### config.mk
export PLATFORM = sky130hd
export DESIGN_NAME = wufl_ctrl
export DESIGN_NICKNAME = d
export VERILOG_FILES = /design/src/wufl_pkg.sv /design/src/wufl_ctrl.sv
export SDC_FILE = /design/constraint.sdc
export NUM_CORES = 1
export LEC_CHECK = 0
export BUFFER_PORTS_ARGS = -buffer_cell sky130_fd_sc_hd__buf_4
export CORE_AREA = 2 2 39 41
export DETAILED_ROUTE_END_ITERATION = 6
export DIE_AREA = 0 0 41 43
export SYNTH_ARGS = -nofsm -noshare
export SYNTH_HDL_FRONTEND = slang
export SYNTH_SLANG_ARGS = --single-unit
### constraint.sdc
create_clock -name clk -period 2.27 [get_ports clk]
set_clock_uncertainty 0.15 [all_clocks]
set_input_delay 0.454 -clock clk [delete_from_list [all_inputs] [get_ports clk]]
set_output_delay 0.454 -clock clk [all_outputs]
set_load 0.005 [all_outputs]
### src/wufl_pkg.sv
// Shared constants, types and controller codes for the union-find engine.
package wufl_pkg;

	localparam int NODES  = 1024;
	localparam int NODE_W = 10;
	localparam int SIZE_W = 11;

	typedef logic [NODE_W-1:0] node_t;
	typedef logic [SIZE_W-1:0] size_t;

	// Per-root record: member count and greatest member.
	typedef struct packed {
		size_t size;
		node_t largest;
	} info_t;

	localparam int INFO_W = $bits(info_t);

	typedef enum logic [3:0] {
		ST_CLEAR,
		ST_IDLE,
		ST_START,
		ST_CHK,
		ST_COMP,
		ST_END,
		ST_INFO_A,
		ST_INFO_B,
		ST_MERGE
	} state_t;

	typedef struct packed {
		logic clr;        // write reset values at the sweep address, advance
		logic load;       // capture the input item
		logic phase_b;    // walk starts from node_b
		logic issue;      // read the start node's link, point the walker there
		logic walk;       // follow the link just read
		logic root_take;  // walker sits on the root
		logic comp_wr;    // repoint the walked node at the root
		logic take_ra;    // keep the root of node_a
		logic info_rd_b;  // read root record of node_b (else node_a)
		logic info_cap;   // capture node_a's root record
		logic merge;      // unite if asked, load the result
	} cmd_t;

	typedef struct packed {
		logic clr_last;
		logic link_eq_cur;
		logic link_eq_root;
		logic start_eq_cur;
	} status_t;

endpackage

### src/wufl_ctrl.sv
// Controller state machine sequencing the root walks, compression and merge.
module wufl_ctrl (
	input  logic              clk,
	input  logic              arst_n,
	input  logic              s_tvalid,
	output logic              s_tready,
	output logic              m_tvalid,
	input  logic              m_tready,
	input  wufl_pkg::status_t status,
	output wufl_pkg::cmd_t    cmd
);

	wufl_pkg::state_t state_q, state_nx;
	logic ph_q;
	logic out_valid_q;
	logic out_free;

	assign out_free = !out_valid_q || m_tready;
	assign s_tready = (state_q == wufl_pkg::ST_IDLE);
	assign m_tvalid = out_valid_q;

	always_comb begin
		state_nx = state_q;
		case (state_q)
			wufl_pkg::ST_CLEAR: begin
				if (status.clr_last) state_nx = wufl_pkg::ST_IDLE;
			end
			wufl_pkg::ST_IDLE: begin
				if (s_tvalid) state_nx = wufl_pkg::ST_START;
			end
			wufl_pkg::ST_START: state_nx = wufl_pkg::ST_CHK;
			wufl_pkg::ST_CHK: begin
				if (status.link_eq_cur) begin
					state_nx = status.start_eq_cur ? wufl_pkg::ST_END : wufl_pkg::ST_COMP;
				end
			end
			wufl_pkg::ST_COMP: begin
				if (status.link_eq_root) state_nx = wufl_pkg::ST_END;
			end
			wufl_pkg::ST_END: begin
				state_nx = ph_q ? wufl_pkg::ST_INFO_A : wufl_pkg::ST_START;
			end
			wufl_pkg::ST_INFO_A: state_nx = wufl_pkg::ST_INFO_B;
			wufl_pkg::ST_INFO_B: state_nx = wufl_pkg::ST_MERGE;
			wufl_pkg::ST_MERGE: begin
				if (out_free) state_nx = wufl_pkg::ST_IDLE;
			end
			default: state_nx = wufl_pkg::ST_CLEAR;
		endcase
	end

	always_comb begin
		cmd = '0;
		cmd.phase_b = ph_q;
		case (state_q)
			wufl_pkg::ST_CLEAR: cmd.clr = 1'b1;
			wufl_pkg::ST_IDLE: cmd.load = s_tvalid;
			wufl_pkg::ST_START: cmd.issue = 1'b1;
			wufl_pkg::ST_CHK: begin
				if (status.link_eq_cur) begin
					cmd.root_take = 1'b1;
					cmd.issue     = !status.start_eq_cur;
				end else begin
					cmd.walk = 1'b1;
				end
			end
			wufl_pkg::ST_COMP: begin
				cmd.comp_wr = 1'b1;
				cmd.walk    = !status.link_eq_root;
			end
			wufl_pkg::ST_END: cmd.take_ra = !ph_q;
			wufl_pkg::ST_INFO_A: cmd.info_rd_b = 1'b0;
			wufl_pkg::ST_INFO_B: begin
				cmd.info_rd_b = 1'b1;
				cmd.info_cap  = 1'b1;
			end
			wufl_pkg::ST_MERGE: begin
				// hold the read address so node_b's record stays on the port
				cmd.info_rd_b = 1'b1;
				cmd.merge     = out_free;
			end
			default: cmd = '0;
		endcase
	end

	always_ff @(posedge clk or negedge arst_n) begin
		if (!arst_n) begin
			state_q     <= wufl_pkg::ST_CLEAR;
			ph_q        <= 1'b0;
			out_valid_q <= 1'b0;
		end else begin
			state_q <= state_nx;
			if (cmd.load) begin
				ph_q <= 1'b0;
			end else if (state_q == wufl_pkg::ST_END) begin
				ph_q <= 1'b1;
			end
			if (cmd.merge) begin
				out_valid_q <= 1'b1;
			end else if (m_tready) begin
				out_valid_q <= 1'b0;
			end
		end
	end

endmodule

==> metrics, run 1 <==
Top FF cell, synth dfrtp_1; core area 0.00138 mm²; gr usage total roughly 16%; pwr/cell area ~1300 mW/mm²; DRC violations left 0; ANT nets after route 0; final setup vio count 0; drt wl/cell ~12 µm; post-layout min period approximately 2.1 ns; Sw Ratio approximately 43%; first-pass GRT wire length between 1500 and 2000 µm; HPWL Detailed a little over 800 µm; Syn Nets 68; Fmax between 400 and 500 MHz; setup TNS 0 ns; Mapped Cells 60; Port Buf Inserts 20; leakage roughly 0.34 nW; die footprint ~0.0018 mm²; Yosys reg bits 6; Seq pwr share 33.5%; Cell Area, Placed about 610 µm²; Avg Vias per Cell 5.23; CP startpoint kind flip-flop; sequential area share after synthesis 31.7%; status finished, final reports clean; 1st-iter DRT viols 9; Num CTS Buffers 3; Clock Path Buffers 2; number of hold buffers added after CTS 1; H-Tree Level Count 1; commonest cells in the netlist dfrtp_1 (6), nor2_1 (6), nand2_1 (5); P_int about 470 µW; RSZ-0062 raised after global routing no; Synth top area share between 30% and 40%; Avg Inst Size Synth 7.90 µm²; final WL roughly 1100 µm; Final Max Slew Viols 0; num ports 21; top post-synthesis cells by area dfrtp_1 (32%), buf_4 (4.7%), nor2_1 (4.7%), nor3_1 (4.2%), o21ai_1 (4.2%); CTS Sinks 6; CTS tree yes; Max Cap Violations 0; Die X-Extent 41 µm; cell taking the most area after synthesis dfrtp_1; area grow syn2layout 36.1%; Synth cell types 30; initial antenna violation count 0; Final Hold Fails 0; clock root buffer clkbuf_4; post-cts sizing count 0; Initial Utilization approximately 34%; Post-Syn Area 474 µm²; via count between 400 and 500; Comb pwr share a little over half; period utilisation layout 92.8%; GP Congestion ~0.74; Async S/R FF share, synth 100%; share of cells above drive strength 1 around 37%; final instance area between 600 and 700 µm²; Hold WC Path Type in2reg; Antenna diodes 0; Slew HR 70.3%; vias in the first global route ~430; Worst-path clk slew roughly 0.050 ns; global route overflow 0; largest net degree at the start of global routing 16; slew of the pin with the lowest slew margin 0.446 ns; number of flops mapped to enable cells by yosys 0; Net Sw Power 358 µW; post-CTS setup buffer count 0; TritonRoute pass-1 iters 4; Worst-Skew Late Latency between 0.2 and 0.3 ns; Final nets 89; Arrival @ worst endpoint about 1.5 ns; height of the die 43 µm; total chip power 831 µW; Yosys warning total 0; CP Data Required Time between 1.5 and 2 ns; Clock power frac between 10% and 20%; dpl cells 91; CP max FO 15; fin cells between 90 and 100; kind of critical path reg2out; Row Count 14; CP endpoint kind primary output; worst vdd ir 0.549 mV
## area by class of cell
cell class | instances | area [µm²]
multi-input cells | 44 | 274
clock buffers | 3 | 22.5
inverters | 5 | 18.8
flip-flops and latches | 6 | 150
fillers | 153 | 738
repair buffers | 21 | 160
well taps | 16 | 20.0
## worst paths after layout
| kind | endpoint | cells after the start | startpoint | slack [ns] |
|---|---|---|---|---|
| setup reg to reg | state_q[0] | 4 | state_q[2] | 0.56 |
| max in group asynchronous | state_q[1] | 2 | arst_n | 1.46 |
| setup / recovery | cmd[8] | 3 | state_q[2] | 0.16 |
| hold / removal | state_q[2] | 2 | status[1] | 0.24 |
| hold reg to reg | ph_q | 2 | ph_q | 0.39 |
| min in group asynchronous | state_q[3] | 2 | arst_n | 0.39 |
## power by group through the flow
stage | Combinational (mW) | Clock (mW) | Sequential [mW]
after floorplan | 0.382 | 0 | 0.198
after global placement | 0.450 | 0 | 0.281
after detailed placement | 0.451 | 0 | 0.280
after CTS | 0.455 | 0.107 | 0.278
after global routing | 0.507 | 0.114 | 0.297
final | 0.448 | 0.105 | 0.278
## routing by layer
| metal | routed length, µm | global-route usage (%) |
|---|---|---|
| met2 | 512 | 21.3 |
| met3 | 99 | 7.85 |
| met1 | 481 | 20.8 |
| met4 | 28 | 10.0 |
| met5 | 0 | 0 |
## cell usage in the layout (no fill, tap or decap)
cell,Yosys,layout
a21oi_1,2,2
a21oi_2,1,1
and2_4,1,1
and3_1,2,2
buf_4,3,20
clkbuf_4,0,3
dfrtp_1,6,6
dlygate4sd3_1,0,1
inv_1,4,4
inv_2,1,1
mux2_4,1,1
mux2i_1,1,1
nand2_1,5,5
nand2b_1,2,2
nand3_1,2,2
nand3b_1,1,1
nor2_1,6,6
nor2b_1,1,1
nor3_1,4,4
nor4_1,2,2
nor4b_2,1,1
o2111ai_1,1,1
o211ai_1,1,1
o211ai_2,1,1
o21a_1,1,1
o21ai_0,1,1
o21ai_1,4,4
o31ai_1,1,1
o41ai_1,1,1
or3_1,1,1
## kinds of logic (layout without fill, tap and decap cells)
logic type / Yosys count / after routing / synth area share, %
DFF: 6 / 6 / 31.7
buffers and inverters: 10 / 29 / 10.6
AOI/OAI and AO/OA: 14 / 14 / 20.3
and+or+nand+nor: 28 / 28 / 32.2
muxes: 2 / 2 / 5.28
## registers in the layout (all words and copies together) (netlist names)
register / count
m_tvalid: 1
state_q: 4
ph_q: 1
## critical path, cell delays in order, from the launching register on
cell and delay (ns):
dfrtp_1 0.52, or3_1 0.44, a21oi_1 0.16, buf_4 0.13
## stage by stage
step           util (%)  hold slack [ns]  setup WS (ns)
4_1_cts            46.7            0.240          0.166
3_5_place_dp       44.3            0.117          0.460
6_report           46.7            0.244          0.163
2_1_floorplan         -          0.00841          0.687
5_1_grt            46.7            0.250         0.0280
3_3_place_gp       44.3            0.115          0.476
No activity file was read; power rests on OpenSTA's default activity.
==> run 2: changes to the inputs <==
Settings changed: REMOVE_ABC_BUFFERS from default to 1.
==> metrics, run 2 (synthesis results as in run 1) <==
gr usage total 14.9% (-1.5 points); via count 484 (-2.6%); Antenna diodes 0 (unchanged); crit-path leading delay family flip-flops; Row Count 14 (unchanged); ANT nets after route 0 (unchanged); first-pass GRT wire length 1770 µm (-6.6%); vias in the first global route 402 (-5.6%); Final WS setup 0.193 ns (+0.0297 ns); CP endpoint kind primary output; Initial Utilization 34.3% (unchanged); Slowest-stage cell, CP dfrtp_1; core area 0.00138 mm² (unchanged); Worst R2R Path Depth 4 (unchanged); Worst-Skew Late Latency 0.24 ns (-0.02 ns); drt wl/cell 11.3 µm (-4.5%); most frequent cells in the layout buf_4 (20), nor2_1 (6), dfrtp_1 (6), nand2_1 (5); 1st-iter DRT viols 6 (-3); RSZ-0062 raised after global routing no; Fill cells 150 (-2.0%); most common cell after layout, fill and taps aside buf_4; Worst Hold Depth 2 (unchanged); Final Max Slew Viols 0 (unchanged); Port Buf Inserts 20 (unchanged); post-place setup slack 0.463 ns (+0.00304 ns); register bank with the most flops state_q; share of cells above drive strength 1 36.7% (unchanged); Hold WC Path Type in2reg; Max Cap Violations 0 (unchanged); slew of the pin with the lowest slew margin 0.460 ns (+0.0138 ns); TritonRoute pass-1 iters 2 (-2); CP max FO 15 (unchanged); CTS tree yes; Worst-path clk slew 0.04 ns (about the same); Fmax 481 MHz (+1.4%); CTS Sinks 6 (unchanged); CP startpoint kind flip-flop; global route overflow 0 (unchanged); CP Data Required Time 1.67 ns (about the same); Avg Vias per Cell 5.09 (-2.6%); Crit path depth 3 (unchanged); die footprint 0.00176 mm² (unchanged); Final Hold Fails 0 (unchanged); Clock Path Buffers 2 (unchanged); Final nets 89 (unchanged); height of the die 43 µm (unchanged); Die X-Extent 41 µm (unchanged); final setup vio count 0 (unchanged); largest net degree at the start of global routing 16 (unchanged); status finished, final reports clean; max reg flops 4 (unchanged); Slew HR 69.3% (-0.92 points); CP Buf/Inv Count 1 (unchanged); clock root buffer clkbuf_4; kind of critical path reg2out; Arrival @ worst endpoint 1.47 ns (-0.03 ns); initial antenna violation count 0 (unchanged); HPWL Detailed 823 µm (-0.27%); final WL 1070 µm (-4.5%); CP max stage delay 0.52 ns (about the same); period utilisation layout 91.5% (-1.3 points); GP Congestion 0.804 (+8.0%); leakage 0.338 nW (unchanged); DRC violations left 0 (unchanged); H-Tree Level Count 1 (unchanged); worst vdd ir 0.612 mV (+12%); num ports 21 (unchanged); Num CTS Buffers 3 (unchanged); post-cts sizing count 0 (unchanged); area grow syn2layout 36.1% (unchanged); setup TNS 0 ns (unchanged); post-layout min period 2.08 ns (-0.0297 ns); pwr/cell area 1280 mW/mm² (-0.51%); critical path, cell by cell or3_1, a21oi_1, buf_4
==> run 2: cell counts in the layout (fill, tap and decap cells not counted) <==
No cell type changed its count.
==> run 2: worst register-to-register path: stages (launching register included) <==
cell and delay, ns:
dfrtp_1 0.59, nor4b_2 0.30, a21oi_2 0.08, o211ai_2 0.17, mux2_4 0.31
==> run 2: area by class of cell <==
type | count | area, µm² | area share [%]
Clock buffer | 3 | 22.5 | 3.49
Inverter | 5 | 18.8 | 2.91
Multi-Input combinational cell | 44 | 274 | 42.4
Sequential cell | 6 | 150 | 23.3
Tap cell | 16 | 20.0 | 3.10
Timing Repair Buffer | 21 | 160 | 24.8
==> run 2: timing repair <==
action,4_1_cts,5_1_grt
hold endpoints to repair,6,0
setup buffers,0,0
hold buffers,1,0
==> run 2: power by group <==
| part | internal [mW] | switching (mW) | total (mW) |
|---|---|---|---|
| Combinational | 0.259 | 0.187 | 0.447 |
| Clock | 0.0597 | 0.0374 | 0.0972 |
| Sequential | 0.153 | 0.130 | 0.282 |
| Total | 0.472 | 0.355 | 0.826 |
==> run 2: path summary, 6_finish.rpt <==
| kind | startpoint | endpoint | slack [ns] |
|---|---|---|---|
| max | state_q[2] | cmd[8] | 0.19 |
| min | status[1] | state_q[2] | 0.26 |
| max reg2reg | state_q[2] | state_q[0] | 0.54 |
| min reg2reg | ph_q | ph_q | 0.41 |
| max in group asynchronous | arst_n | state_q[0] | 1.45 |
| min in group asynchronous | arst_n | m_tvalid | 0.41 |
==> run 2: layer usage <==
metal  routed length (µm)  track usage, %  vias to the layer above
met4                    0            6.00                        0
met3                   58            6.28                        0
li1                     -               -                      251
met5                    0               0                        -
met2                  506            19.7                       12
met1                  505            20.8                      221
==> run 2: stage by stage <==
step                hold WS [ns]  util [%]  std cells  total power, mW  instance area, µm²
floorplan                0.00841         -         55            0.536                 443
global placement           0.116      44.3         91            0.729                 613
detailed placement         0.116      44.3         91            0.731                 613
CTS                        0.254      46.7         95            0.835                 646
global route               0.257      46.7         95            0.910                 646
finish                     0.260      46.7         95            0.826                 646
==> run 3: changes to the inputs <==
Settings changed: RECOVER_POWER from default to 25.
==> metrics, run 3 (synthesis results as in run 1) <==
gr usage total 14.9% (unchanged); pwr/cell area 1290 mW/mm² (+0.48%); via count 484 (unchanged); Final nets 89 (unchanged); RR Startpoint state_q[2]; worst vdd ir 0.612 mV (about the same); Clock Path Buffers 2 (unchanged); TritonRoute pass-1 iters 2 (unchanged); GP Congestion 0.804 (unchanged); global route overflow 0 (unchanged); R2R Setup Slk 0.54 ns (about the same); 1st-iter DRT viols 6 (unchanged); Worst Hold Depth 2 (unchanged); kind of critical path reg2out; leakage 0.334 nW (-1.1%); Row Count 14 (unchanged); post-CTS setup buffer count 0 (unchanged); period utilisation layout 91.5% (unchanged); CTS Sinks 6 (unchanged); Slew HR 69.3% (unchanged); RSZ-0062 raised after global routing no; Antenna diodes 0 (unchanged); post-place setup slack 0.463 ns (unchanged); Num CTS Buffers 3 (unchanged); Port Buf Inserts 20 (unchanged); Avg Vias per Cell 5.09 (unchanged); Worst Hold End state_q[2]; register bank with the most flops state_q; Initial Utilization 34.3% (unchanged); max reg flops 4 (unchanged); CP max FO 15 (unchanged); H-Tree Level Count 1 (unchanged); fin cells 95 (unchanged); final WL 1070 µm (-0.19%); dpl cells 91 (unchanged); share of cells above drive strength 1 35.4% (-1.3 points); CTS tree yes; HPWL Detailed 823 µm (unchanged); clock root buffer clkbuf_4; initial antenna violation count 0 (unchanged); CP Data Required Time 1.67 ns (about the same); slew of the pin with the lowest slew margin 0.460 ns (unchanged); Fmax 481 MHz (unchanged); die footprint 0.00176 mm² (unchanged); number of hold buffers added after CTS 1 (unchanged); CP startpoint kind flip-flop; vias in the first global route 402 (unchanged); most common cell after layout, fill and taps aside buf_4; first-pass GRT wire length 1770 µm (unchanged); Final Hold Fails 0 (unchanged); DRC violations left 0 (unchanged); Final WS setup 0.193 ns (unchanged); hold path start status[1]; drt wl/cell 11.2 µm (-0.19%); most frequent cells in the layout buf_4 (19), nor2_1 (6), dfrtp_1 (6), nand2_1 (5); setup TNS 0 ns (unchanged); ANT nets after route 0 (unchanged); Final Max Slew Viols 0 (unchanged); Worst-Skew Late Latency 0.24 ns (about the same); area grow syn2layout 35.4%; core area 0.00138 mm² (unchanged); R2R Path End state_q[0]; height of the die 43 µm (unchanged); post-layout min period 2.08 ns (unchanged); num ports 21 (unchanged); total chip power 826 µW (-0.10%); Max Cap Violations 0 (unchanged); post-cts sizing count 0 (unchanged); largest net degree at the start of global routing 16 (unchanged); Die X-Extent 41 µm (unchanged); Worst-path clk slew 0.04 ns (about the same); final setup vio count 0 (unchanged); CP endpoint kind primary output; Arrival @ worst endpoint 1.47 ns (about the same); Worst R2R Path Depth 4 (unchanged); status finished, final reports clean; Hold WC Path Type in2reg
==> run 3: how the worst max path moves through the flow <==
stage | from | to | slack (ns) | cells past startpoint
after floorplan | state_q[2] | cmd[8] | 0.62 | 2
after global placement | state_q[0] | cmd[9] | 0.47 | 3
after detailed placement | state_q[2] | cmd[8] | 0.46 | 3
after CTS | state_q[2] | cmd[8] | 0.19 | 3
after global routing | state_q[2] | cmd[0] | 0.06 | 4
final | state_q[2] | cmd[8] | 0.19 | 3
==> run 3: where the power goes <==
part / internal (mW) / leakage, nW / switching [mW]
clock network: 0.0597 / 0.0138 / 0.0374
logic: 0.259 / 0.245 / 0.187
registers: 0.153 / 0.0752 / 0.130
==> run 3: layout make-up <==
| cell class | count | area [µm²] |
|---|---|---|
| repair buffers | 21 | 156 |
| well taps | 16 | 20.0 |
| multi-input cells | 44 | 274 |
| inverters | 5 | 18.8 |
| fillers | 152 | 742 |
| flip-flops and latches | 6 | 150 |
| clock buffers | 3 | 22.5 |
==> run 3: worst max-delay path, stage by stage (launching register included) <==
cell and delay, ns:
dfrtp_1 0.52, or3_1 0.44, a21oi_1 0.15, buf_4 0.12
==> run 3: metrics by stage <==
stage | instance area [µm²] | hold WS, ns | util, %
global placement | 613 | 0.116 | 44.3
detailed placement | 613 | 0.116 | 44.3
CTS | 646 | 0.254 | 46.7
finish | 642 | 0.260 | 46.4
global route | 642 | 0.257 | 46.4
floorplan | 443 | 0.00841 | -
==> run 3: routing by layer <==
metal	up-vias	GRT usage (%)	wire length [µm]
met3	0	6.28	58
met4	0	6.00	0
met2	12	19.7	506
met1	221	20.8	503
li1	251	-	-
met5	-	0	0
